$ cat config.mk
export PLATFORM = sky130hd
export DESIGN_NAME = sha224_message_digest_flat
export DESIGN_NICKNAME = d
export VERILOG_FILES = /design/src/rtl/sha224_pkg.sv /design/src/rtl/sha224_if.sv /design/src/rtl/sha224_round.sv /design/src/rtl/sha224_core.sv /design/src/rtl/sha224_pad.sv /design/src/rtl/sha224_message_digest.sv /design/src/flat_wrapper.sv
export SDC_FILE = /design/constraint.sdc
export NUM_CORES = 2
export LEC_CHECK = 0
export BUFFER_PORTS_ARGS = -buffer_cell sky130_fd_sc_hd__buf_2
export CAP_MARGIN = 20
export CELL_PAD_IN_SITES_DETAIL_PLACEMENT = 1
export CELL_PAD_IN_SITES_GLOBAL_PLACEMENT = 1
export CORE_AREA = 2 2 372 374
export DETAILED_ROUTE_END_ITERATION = 10
export DIE_AREA = 0 0 374 376
export PLACE_DENSITY_LB_ADDON = 0.1
export SYNTH_ARGS = -nofsm -noshare
export SYNTH_HDL_FRONTEND = slang
export SYNTH_SLANG_ARGS = --single-unit
$ cat constraint.sdc
create_clock -name clk -period 18.55 [get_ports clk]
set_clock_uncertainty 0.15 [all_clocks]
set_input_delay 2.7825 -clock clk [delete_from_list [all_inputs] [get_ports clk]]
set_output_delay 2.7825 -clock clk [all_outputs]
set_load 0.01 [all_outputs]
$ cat src/rtl/sha224_pkg.sv
// Shared types, constants and SHA-256 round functions for the SHA-224 digest block.
// Depends on nothing; every other file in this folder imports it.
package sha224_pkg;

    typedef logic [31:0]       word_t;
    typedef logic [7:0][31:0]  state8_t;   // index 0 is working variable a
    typedef logic [15:0][31:0] window_t;   // index 0 is the oldest word

    typedef struct packed {
        logic  push;
        word_t word;
    } push_t;

    typedef struct packed {
        logic       busy;
        logic [3:0] fill;
    } core_status_t;

    localparam logic [2:0] LAST_DIGEST_IDX = 3'd6;
    localparam logic [3:0] LEN_SLOT_FILL   = 4'd14;
    localparam logic [3:0] FULL_FILL       = 4'd15;
    localparam logic [5:0] LAST_ROUND      = 6'd63;
    localparam word_t      PAD_WORD        = 32'h8000_0000;

    localparam state8_t INIT_HASH = {
        32'hBEFA4FA4, 32'h64F98FA7, 32'h68581511, 32'hFFC00B31,
        32'hF70E5939, 32'h3070DD17, 32'h367CD507, 32'hC1059ED8
    };

    function automatic word_t rotr(input word_t x, input int n);
        rotr = (x >> n) | (x << (32 - n));
    endfunction

    function automatic word_t big_sigma0(input word_t x);
        big_sigma0 = rotr(x, 2) ^ rotr(x, 13) ^ rotr(x, 22);
    endfunction

    function automatic word_t big_sigma1(input word_t x);
        big_sigma1 = rotr(x, 6) ^ rotr(x, 11) ^ rotr(x, 25);
    endfunction

    function automatic word_t small_sigma0(input word_t x);
        small_sigma0 = rotr(x, 7) ^ rotr(x, 18) ^ (x >> 3);
    endfunction

    function automatic word_t small_sigma1(input word_t x);
        small_sigma1 = rotr(x, 17) ^ rotr(x, 19) ^ (x >> 10);
    endfunction

    function automatic word_t round_k(input logic [5:0] idx);
        case (idx)
            6'd0:  round_k = 32'h428A2F98;
            6'd1:  round_k = 32'h71374491;
            6'd2:  round_k = 32'hB5C0FBCF;
            6'd3:  round_k = 32'hE9B5DBA5;
            6'd4:  round_k = 32'h3956C25B;
            6'd5:  round_k = 32'h59F111F1;
            6'd6:  round_k = 32'h923F82A4;
            6'd7:  round_k = 32'hAB1C5ED5;
            6'd8:  round_k = 32'hD807AA98;
            6'd9:  round_k = 32'h12835B01;
            6'd10: round_k = 32'h243185BE;
            6'd11: round_k = 32'h550C7DC3;
            6'd12: round_k = 32'h72BE5D74;
            6'd13: round_k = 32'h80DEB1FE;
            6'd14: round_k = 32'h9BDC06A7;
            6'd15: round_k = 32'hC19BF174;
            6'd16: round_k = 32'hE49B69C1;
            6'd17: round_k = 32'hEFBE4786;
            6'd18: round_k = 32'h0FC19DC6;
            6'd19: round_k = 32'h240CA1CC;
            6'd20: round_k = 32'h2DE92C6F;
            6'd21: round_k = 32'h4A7484AA;
            6'd22: round_k = 32'h5CB0A9DC;
            6'd23: round_k = 32'h76F988DA;
            6'd24: round_k = 32'h983E5152;
            6'd25: round_k = 32'hA831C66D;
            6'd26: round_k = 32'hB00327C8;
            6'd27: round_k = 32'hBF597FC7;
            6'd28: round_k = 32'hC6E00BF3;
            6'd29: round_k = 32'hD5A79147;
            6'd30: round_k = 32'h06CA6351;
            6'd31: round_k = 32'h14292967;
            6'd32: round_k = 32'h27B70A85;
            6'd33: round_k = 32'h2E1B2138;
            6'd34: round_k = 32'h4D2C6DFC;
            6'd35: round_k = 32'h53380D13;
            6'd36: round_k = 32'h650A7354;
            6'd37: round_k = 32'h766A0ABB;
            6'd38: round_k = 32'h81C2C92E;
            6'd39: round_k = 32'h92722C85;
            6'd40: round_k = 32'hA2BFE8A1;
            6'd41: round_k = 32'hA81A664B;
            6'd42: round_k = 32'hC24B8B70;
            6'd43: round_k = 32'hC76C51A3;
            6'd44: round_k = 32'hD192E819;
            6'd45: round_k = 32'hD6990624;
            6'd46: round_k = 32'hF40E3585;
            6'd47: round_k = 32'h106AA070;
            6'd48: round_k = 32'h19A4C116;
            6'd49: round_k = 32'h1E376C08;
            6'd50: round_k = 32'h2748774C;
            6'd51: round_k = 32'h34B0BCB5;
            6'd52: round_k = 32'h391C0CB3;
            6'd53: round_k = 32'h4ED8AA4A;
            6'd54: round_k = 32'h5B9CCA4F;
            6'd55: round_k = 32'h682E6FF3;
            6'd56: round_k = 32'h748F82EE;
            6'd57: round_k = 32'h78A5636F;
            6'd58: round_k = 32'h84C87814;
            6'd59: round_k = 32'h8CC70208;
            6'd60: round_k = 32'h90BEFFFA;
            6'd61: round_k = 32'hA4506CEB;
            6'd62: round_k = 32'hBEF9A3F7;
            6'd63: round_k = 32'hC67178F2;
            default: round_k = 32'h0000_0000;
        endcase
    endfunction

endpackage

$ cat src/rtl/sha224_if.sv
// Valid/ready channel interfaces for message words in and digest words out.
// Depends on sha224_pkg for the word type.
interface sha224_in_if;
    import sha224_pkg::*;

    logic       valid;
    logic       ready;
    word_t      data_word;
    logic [2:0] byte_count;
    logic       last_word;

    modport source (output valid, output data_word, output byte_count, output last_word,
                    input ready);
    modport sink   (input valid, input data_word, input byte_count, input last_word,
                    output ready);
endinterface

interface sha224_out_if;
    import sha224_pkg::*;

    logic       valid;
    logic       ready;
    word_t      digest_word;
    logic [2:0] word_index;
    logic       digest_last;

    modport source (output valid, output digest_word, output word_index, output digest_last,
                    input ready);
    modport sink   (input valid, input digest_word, input word_index, input digest_last,
                    output ready);
endinterface

$ cat src/rtl/sha224_round.sv
// One SHA-256 compression round: the shared arithmetic unit of the core.
// Depends on sha224_pkg.
module sha224_round (
    input  sha224_pkg::state8_t v,
    input  sha224_pkg::word_t   w,
    input  sha224_pkg::word_t   k,
    output sha224_pkg::state8_t v_next
);
    import sha224_pkg::*;

    word_t ch;
    word_t maj;
    word_t t1;
    word_t t2;

    always_comb
    begin
        ch  = (v[4] & v[5]) ^ (~v[4] & v[6]);
        maj = (v[0] & v[1]) ^ (v[0] & v[2]) ^ (v[1] & v[2]);
        t1  = v[7] + big_sigma1(v[4]) + ch + k + w;
        t2  = big_sigma0(v[0]) + maj;
        v_next[7] = v[6];
        v_next[6] = v[5];
        v_next[5] = v[4];
        v_next[4] = v[3] + t1;
        v_next[3] = v[2];
        v_next[2] = v[1];
        v_next[1] = v[0];
        v_next[0] = t1 + t2;
    end

endmodule

$ cat src/rtl/sha224_core.sv
// Compression engine: 16-word block window, message schedule, round sequencer and chain.
// Depends on sha224_pkg and sha224_round.
module sha224_core (
    input  logic                     clk,
    input  logic                     rst_n,
    input  sha224_pkg::push_t        push,
    input  logic                     restart,
    output sha224_pkg::core_status_t status,
    output sha224_pkg::state8_t      chain
);
    import sha224_pkg::*;

    typedef enum logic [1:0] {C_IDLE, C_ROUND, C_FINAL} core_state_t;

    core_state_t state_reg;
    logic [3:0]  fill_reg;
    logic [5:0]  round_reg;
    state8_t     chain_reg;
    state8_t     work_reg;
    window_t     window_reg;

    state8_t     round_out;
    state8_t     chain_sum;
    word_t       sched_word;

    sha224_round u_round (
        .v      (work_reg),
        .w      (window_reg[0]),
        .k      (round_k(round_reg)),
        .v_next (round_out)
    );

    // next schedule word w[t+16] from the taps of the window
    assign sched_word = small_sigma1(window_reg[14]) + window_reg[9]
                      + small_sigma0(window_reg[1]) + window_reg[0];

    always_comb
    begin
        for (int i = 0; i < 8; i++)
        begin
            chain_sum[i] = chain_reg[i] + work_reg[i];
        end
    end

    always_ff @(posedge clk or negedge rst_n)
    begin
        if (!rst_n)
        begin
            state_reg <= C_IDLE;
            fill_reg  <= '0;
            round_reg <= '0;
            chain_reg <= INIT_HASH;
        end
        else
        begin
            case (state_reg)
                C_IDLE:
                begin
                    if (restart)
                    begin
                        chain_reg <= INIT_HASH;
                    end
                    if (push.push)
                    begin
                        fill_reg <= fill_reg + 4'd1;
                        if (fill_reg == FULL_FILL)
                        begin
                            round_reg <= '0;
                            state_reg <= C_ROUND;
                        end
                    end
                end
                C_ROUND:
                begin
                    round_reg <= round_reg + 6'd1;
                    if (round_reg == LAST_ROUND)
                    begin
                        state_reg <= C_FINAL;
                    end
                end
                C_FINAL:
                begin
                    chain_reg <= chain_sum;
                    state_reg <= C_IDLE;
                end
                default:
                begin
                    state_reg <= C_IDLE;
                end
            endcase
        end
    end

    // datapath: window shift line and working variables
    always_ff @(posedge clk)
    begin
        if (state_reg == C_IDLE && push.push)
        begin
            window_reg <= {push.word, window_reg[15:1]};
            if (fill_reg == FULL_FILL)
            begin
                work_reg <= chain_reg;
            end
        end
        else if (state_reg == C_ROUND)
        begin
            window_reg <= {sched_word, window_reg[15:1]};
            work_reg   <= round_out;
        end
    end

    assign status.busy = (state_reg != C_IDLE);
    assign status.fill = fill_reg;
    assign chain       = chain_reg;

`ifndef SYNTHESIS
    a_no_push_busy: assert property (@(posedge clk) disable iff (!rst_n)
        push.push |-> state_reg == C_IDLE)
        else $error("word pushed while compression is running");

    a_round_to_final: assert property (@(posedge clk) disable iff (!rst_n)
        (state_reg == C_ROUND && round_reg == LAST_ROUND) |=> state_reg == C_FINAL)
        else $error("last round not followed by chain update");

    a_block_start: assert property (@(posedge clk) disable iff (!rst_n)
        (state_reg == C_IDLE && push.push && fill_reg == FULL_FILL)
        |=> (state_reg == C_ROUND && round_reg == 6'd0 && fill_reg == 4'd0))
        else $error("full block did not start compression");
`endif

endmodule

$ cat src/rtl/sha224_pad.sv
// Message sequencer: block filling, 0x80 padding, zero fill and bit-length words.
// Depends on sha224_pkg.
module sha224_pad (
    input  logic                     clk,
    input  logic                     rst_n,
    input  logic                     accept,
    input  sha224_pkg::word_t        data_word,
    input  logic [2:0]               byte_count,
    input  logic                     last_word,
    input  sha224_pkg::core_status_t status,
    output sha224_pkg::push_t        push,
    output logic                     idle,
    output logic                     finish
);
    import sha224_pkg::*;

    typedef enum logic [2:0] {P_IDLE, P_PAD, P_ZERO, P_LEN_HI, P_LEN_LO, P_WAIT} pad_state_t;

    pad_state_t  state_reg;
    logic [63:0] bytes_reg;

    logic [2:0]  count_sat;
    word_t       tail_word;
    logic [63:0] bit_len;

    assign count_sat = (byte_count > 3'd4) ? 3'd4 : byte_count;
    assign bit_len   = {bytes_reg[60:0], 3'b000};

    // keep the valid upper bytes, append the 0x80 marker byte; a full word passes unchanged
    always_comb
    begin
        case (count_sat)
            3'd0:    tail_word = PAD_WORD;
            3'd1:    tail_word = {data_word[31:24], 24'h80_0000};
            3'd2:    tail_word = {data_word[31:16], 16'h8000};
            3'd3:    tail_word = {data_word[31:8], 8'h80};
            default: tail_word = data_word;
        endcase
    end

    always_comb
    begin
        push.push = 1'b0;
        push.word = '0;
        case (state_reg)
            P_IDLE:
            begin
                push.push = accept;
                push.word = last_word ? tail_word : data_word;
            end
            P_PAD:
            begin
                push.push = !status.busy;
                push.word = PAD_WORD;
            end
            P_ZERO:
            begin
                push.push = !status.busy && (status.fill != LEN_SLOT_FILL);
            end
            P_LEN_HI:
            begin
                push.push = !status.busy;
                push.word = bit_len[63:32];
            end
            P_LEN_LO:
            begin
                push.push = !status.busy;
                push.word = bit_len[31:0];
            end
            default:
            begin
                push.push = 1'b0;
            end
        endcase
    end

    assign idle   = (state_reg == P_IDLE);
    assign finish = (state_reg == P_WAIT) && !status.busy;

    always_ff @(posedge clk or negedge rst_n)
    begin
        if (!rst_n)
        begin
            state_reg <= P_IDLE;
            bytes_reg <= '0;
        end
        else
        begin
            case (state_reg)
                P_IDLE:
                begin
                    if (accept)
                    begin
                        if (!last_word)
                        begin
                            bytes_reg <= bytes_reg + 64'd4;
                        end
                        else
                        begin
                            bytes_reg <= bytes_reg + {61'd0, count_sat};
                            state_reg <= (count_sat == 3'd4) ? P_PAD : P_ZERO;
                        end
                    end
                end
                P_PAD:
                begin
                    if (!status.busy)
                    begin
                        state_reg <= P_ZERO;
                    end
                end
                P_ZERO:
                begin
                    if (!status.busy && status.fill == LEN_SLOT_FILL)
                    begin
                        state_reg <= P_LEN_HI;
                    end
                end
                P_LEN_HI:
                begin
                    if (!status.busy)
                    begin
                        state_reg <= P_LEN_LO;
                    end
                end
                P_LEN_LO:
                begin
                    if (!status.busy)
                    begin
                        state_reg <= P_WAIT;
                    end
                end
                P_WAIT:
                begin
                    if (!status.busy)
                    begin
                        bytes_reg <= '0;
                        state_reg <= P_IDLE;
                    end
                end
                default:
                begin
                    state_reg <= P_IDLE;
                end
            endcase
        end
    end

endmodule

$ cat src/rtl/sha224_message_digest.sv
// SHA-224 digest over big-endian 32-bit words, one compression round per cycle.
// A word that completes a block holds ready low for the 64 rounds and the chain add.
// Last word: up to 17 padding pushes, one per cycle while the core is not busy, plus one or two
// compressions, then seven digest transactions at one per cycle while the receiver holds ready
// high. Reset clears all control state and loads the SHA-224 initial hash; the block
// buffer is not cleared. Depends on sha224_pkg, sha224_if, sha224_pad, sha224_core, sha224_round.
module sha224_message_digest (
    input  logic         clk,
    input  logic         rst_n,
    sha224_in_if.sink    msg,
    sha224_out_if.source digest
);
    import sha224_pkg::*;

    push_t        push;
    core_status_t status;
    state8_t      chain;
    logic         pad_idle;
    logic         finish;
    logic         in_accept;
    logic         out_accept;
    logic         restart;

    logic         emit_active_reg;
    logic [2:0]   idx_reg;
    word_t        word_reg;
    logic [2:0]   idx_next;

    // Take a message word only when the padding sequencer rests, the core is not
    // compressing and no digest is draining.
    assign msg.ready  = pad_idle && !status.busy && !emit_active_reg;
    assign in_accept  = msg.valid && msg.ready;
    assign out_accept = digest.valid && digest.ready;

    // Drop the chain back to the initial hash once the final digest word leaves.
    assign restart  = out_accept && (idx_reg == LAST_DIGEST_IDX);
    assign idx_next = idx_reg + 3'd1;

    sha224_pad u_pad (
        .clk        (clk),
        .rst_n      (rst_n),
        .accept     (in_accept),
        .data_word  (msg.data_word),
        .byte_count (msg.byte_count),
        .last_word  (msg.last_word),
        .status     (status),
        .push       (push),
        .idle       (pad_idle),
        .finish     (finish)
    );

    sha224_core u_core (
        .clk     (clk),
        .rst_n   (rst_n),
        .push    (push),
        .restart (restart),
        .status  (status),
        .chain   (chain)
    );

    // Digest emitter: hold each word until its transaction completes, then advance.
    always_ff @(posedge clk or negedge rst_n)
    begin
        if (!rst_n)
        begin
            emit_active_reg <= 1'b0;
            idx_reg         <= '0;
        end
        else
        begin
            if (finish)
            begin
                emit_active_reg <= 1'b1;
                idx_reg         <= '0;
            end
            else if (out_accept)
            begin
                if (idx_reg == LAST_DIGEST_IDX)
                begin
                    emit_active_reg <= 1'b0;
                    idx_reg         <= '0;
                end
                else
                begin
                    idx_reg <= idx_next;
                end
            end
        end
    end

    // Output word register, loaded from the chain value of the finished message.
    always_ff @(posedge clk)
    begin
        if (finish)
        begin
            word_reg <= chain[0];
        end
        else if (out_accept && idx_reg != LAST_DIGEST_IDX)
        begin
            word_reg <= chain[idx_next];
        end
    end

    assign digest.valid       = emit_active_reg;
    assign digest.digest_word = word_reg;
    assign digest.word_index  = idx_reg;
    assign digest.digest_last = (idx_reg == LAST_DIGEST_IDX);

`ifndef SYNTHESIS
    a_last_ends_burst: assert property (@(posedge clk) disable iff (!rst_n)
        (digest.valid && digest.ready && digest.digest_last) |=> !digest.valid)
        else $error("digest stream continued past the final word");

    a_finish_core_idle: assert property (@(posedge clk) disable iff (!rst_n)
        finish |-> (!status.busy && !emit_active_reg))
        else $error("digest started while core busy or previous digest draining");
`endif

endmodule

$ cat src/flat_wrapper.sv
// flat-port wrapper written by rule: the top's interface ports become plain ports
module sha224_message_digest_flat import sha224_pkg::*;
  (clk, rst_n, msg_valid, msg_data_word, msg_byte_count, msg_last_word, msg_ready, digest_valid, digest_digest_word, digest_word_index, digest_digest_last, digest_ready);
  sha224_in_if msg_i ();
  sha224_out_if digest_i ();
  input  logic clk;
  input  logic rst_n;
  input wire logic [$bits(msg_i.valid)-1:0] msg_valid;
  input wire logic [$bits(msg_i.data_word)-1:0] msg_data_word;
  input wire logic [$bits(msg_i.byte_count)-1:0] msg_byte_count;
  input wire logic [$bits(msg_i.last_word)-1:0] msg_last_word;
  output wire logic [$bits(msg_i.ready)-1:0] msg_ready;
  output wire logic [$bits(digest_i.valid)-1:0] digest_valid;
  output wire logic [$bits(digest_i.digest_word)-1:0] digest_digest_word;
  output wire logic [$bits(digest_i.word_index)-1:0] digest_word_index;
  output wire logic [$bits(digest_i.digest_last)-1:0] digest_digest_last;
  input wire logic [$bits(digest_i.ready)-1:0] digest_ready;
  assign msg_i.valid = msg_valid;
  assign msg_i.data_word = msg_data_word;
  assign msg_i.byte_count = msg_byte_count;
  assign msg_i.last_word = msg_last_word;
  assign msg_ready = msg_i.ready;
  assign digest_valid = digest_i.valid;
  assign digest_digest_word = digest_i.digest_word;
  assign digest_word_index = digest_i.word_index;
  assign digest_digest_last = digest_i.digest_last;
  assign digest_i.ready = digest_ready;
  sha224_message_digest u_core (.clk(clk), .rst_n(rst_n), .msg(msg_i), .digest(digest_i));
endmodule
==> results.sh <==
export IMPL_drive_gt1_frac=0.0968
export IMPL_ys_types=104
export IMPL_ys_flop_type="edfxtp_1"
export IMPL_cp_common_cell="o21ai_0"
export IMPL_start_kind="flip-flop"
export IMPL_cp_max_fo=23
export IMPL_fin_tns_setup_ps=0
export IMPL_syn_inst=6684
export IMPL_grt_first_pass_wirelength_microns=369000
export IMPL_floorplan_initialDensity=0.517
export IMPL_syn_area_sq_mm=0.0706
export IMPL_max_cap_viol_count=0
export IMPL_postCtsSetupRepairBufs=0
export IMPL_fin_crit_ps=9650
export IMPL_regArea_sq_mm=0.0326
export IMPL_core_sq_mm=0.137
export IMPL_drt_drc_violations_left=0
export IMPL_status="finished, final reports clean"
export IMPL_clk_latency_ps=820
export IMPL_max_freq_mhz=104
export IMPL_fin_crit_sh=0.520
export IMPL_rows=136
export IMPL_critical_path_class="reg -> reg"
export IMPL_drtAntennaViolNets=0
export IMPL_grt_pass1_vias=56000
export IMPL_port_buffers=77
export IMPL_ys_seq_area_frac=0.462
export IMPL_mostFrequentLayoutCell="nand2_1"
export IMPL_crit_family="compound AO/OA/AOI/OAI gates"
export IMPL_crit_buf_inv=4
export IMPL_yosys_register_bits=1136
export IMPL_grt_max_degree=203
export IMPL_maxSlewViolCount=0
export IMPL_numCtsBuffers=133
export IMPL_cts_sinks=1136
export IMPL_finalSetupViolCount=0
export IMPL_largest_reg_flops=512
export IMPL_root_buffer="clkbuf_16"
export IMPL_async_flop_share=0.296
export IMPL_crit_slowest_cell="ha_1"
export IMPL_n_fill_cell=14500
export IMPL_fin_nets=7307
export IMPL_ys_warn_count=0
export IMPL_fp_dieH_microns=376
export IMPL_rsz0062_at_grt="no"
export IMPL_via_per_inst=6.33
export IMPL_cpPeakStageDelay_ps=770
export IMPL_path_depth=35
export IMPL_antenna_found_initial=7
export IMPL_antenna_cells=0
export IMPL_area_delta_synth_final_pct=9.59
export IMPL_hold_path_class="reg -> reg"
export IMPL_ctsHoldBuffers=0
export IMPL_drt_wl_total_microns=248000
export IMPL_hpwl_microns=184000
export IMPL_hold_viol=0
export IMPL_dieArea_sq_mm=0.141
export IMPL_die_x_microns=374
export IMPL_grt_total_usage=0.352
export IMPL_worstMarginPinSlew_ps=1210
export IMPL_postSynthAreaPerCell_sq_um=10.6
export IMPL_ctsResizeCount=0
export IMPL_via_count=54200
export IMPL_wl_per_cell_microns=28.9
export IMPL_hold_depth=0
export IMPL_cts_tree="done"
export IMPL_mostFrequentLayoutCells="nand2_1 (1020), edfxtp_1 (800), a21oi_1 (461)"
export IMPL_ys_top_cells_by_area="edfxtp_1 (34%), dfrtp_1 (7.3%), ha_1 (7.1%), fa_1 (5.6%), nand2_1 (5.4%)"
export IMPL_top_level_ports=78
export IMPL_reg2reg_depth=35
export IMPL_cts_buffer_depth=3
export IMPL_slew_headroom=0.195
export IMPL_cp_required_ps=18910
export IMPL_place_congestion=0.971
export IMPL_syn_nets=7325
export IMPL_critPathArrivalTime_ps=10010
export IMPL_overflow=0
export IMPL_synth_edf_count=800
export IMPL_critPathCaptureType="flip-flop"
export IMPL_drtIter0Drc=5654
export IMPL_yosys_area_top_type="edfxtp_1"
export IMPL_firstDrtPassIters=10
export IMPL_synth_top_cell_area_share=0.340
export IMPL_multiInputGateArea_sq_mm=0.0358
export IMPL_cts_max_level=4
export IMPL_clk_pin_slew_ps=60
[layer usage]
layer  part of all wire  wire (microns)  global-route usage
met2               0.45          111000               0.544
met5                  0               0                   0
met3              0.077           19200              0.0549
met1               0.44          108000               0.506
met4              0.037            9230               0.124
[cells in the mapped netlist, types with 14 or more instances]
library cell and count:
or3_1 42, a21oi_1 462, nor2b_1 46, mux2_2 30, a222oi_1 29, fa_1 198, nand4_1 29, o21ai_0 433
and2_1 22, a2111oi_0 14, a211oi_1 58, a311oi_1 14, clkbuf_1 266, nor2_1 423, maj3_1 31, o21a_1 50
a31oi_1 50, dfstp_2 130, edfxtp_1 800, nand2_1 1024, nand2b_1 69, ha_1 403, buf_1 32, or2_2 21
a21o_1 154, nor3_1 67, nand3_1 74, o31ai_1 38, inv_1 307, o211ai_1 40, dfrtp_1 206, o311ai_0 14
mux4_2 68, and3_1 49, o21bai_1 36, mux2i_1 44, xnor2_1 383, o22ai_1 37, xor2_1 241
[final timing paths]
| path | from | to | slack [ps] |
|---|---|---|---|
| hold / removal | u_core.u_core.window_reg[252] | u_core.u_core.window_reg[220] | 250 |
| hold reg to reg | u_core.u_core.window_reg[252] | u_core.u_core.window_reg[220] | 250 |
| max in group asynchronous | rst_n | u_core.digest.word_index[0] | 14500 |
| setup / recovery | u_core.u_core.round_reg[0] | u_core.u_core.work_reg[30] | 8900 |
| setup reg to reg | u_core.u_core.round_reg[0] | u_core.u_core.work_reg[30] | 8900 |
| min in group asynchronous | rst_n | u_core.u_core.round_reg[3] | 1750 |
[logic make-up after synthesis]
group,Yosys count,synth area share
DFF,1136,0.462
muxes,142,0.0327
and+or+nand+nor,1928,0.120
adders and majority gates,632,0.132
xor gates and xnor gates,624,0.0774
AOI/OAI and AO/OA,1609,0.144
buffers and inverters,613,0.0329
[area by class of cell]
class,count,area share
Tap cell,1794,0.0290
Clock inverter,73,0.0128
Inverter,309,0.0150
Sequential cell,1136,0.421
Multi-Input combinational cell,4935,0.463
Timing Repair Buffer,151,0.0131
Clock buffer,171,0.0461
[per-stage QoR]
step	instance area, sq um	hold slack [ps]	instances	setup WS [ps]	util
detailed placement	72800	256	8324	9090	0.533
CTS	77400	245	8568	9050	0.566
global placement	72800	250	8323	9260	0.533
floorplan	70600	250	6684	2440	-
global route	77400	258	8569	8380	0.566
finish	77400	249	8569	8900	0.566
[worst register-to-register path: cells and delay by family, from the launching register on]
kind	cells	cell delay, ps
AO/OA/AOI/OAI	16	3570
adder cells (fa/ha/maj)	6	2650
AND/OR/NAND/NOR	7	1380
buffers and inverters	4	760
XOR/XNOR	2	510
flip-flops	1	330
Power is left out: the tool's default activity adds up to more than one toggle a clock period on the data nets, which glitch-free logic cannot reach.
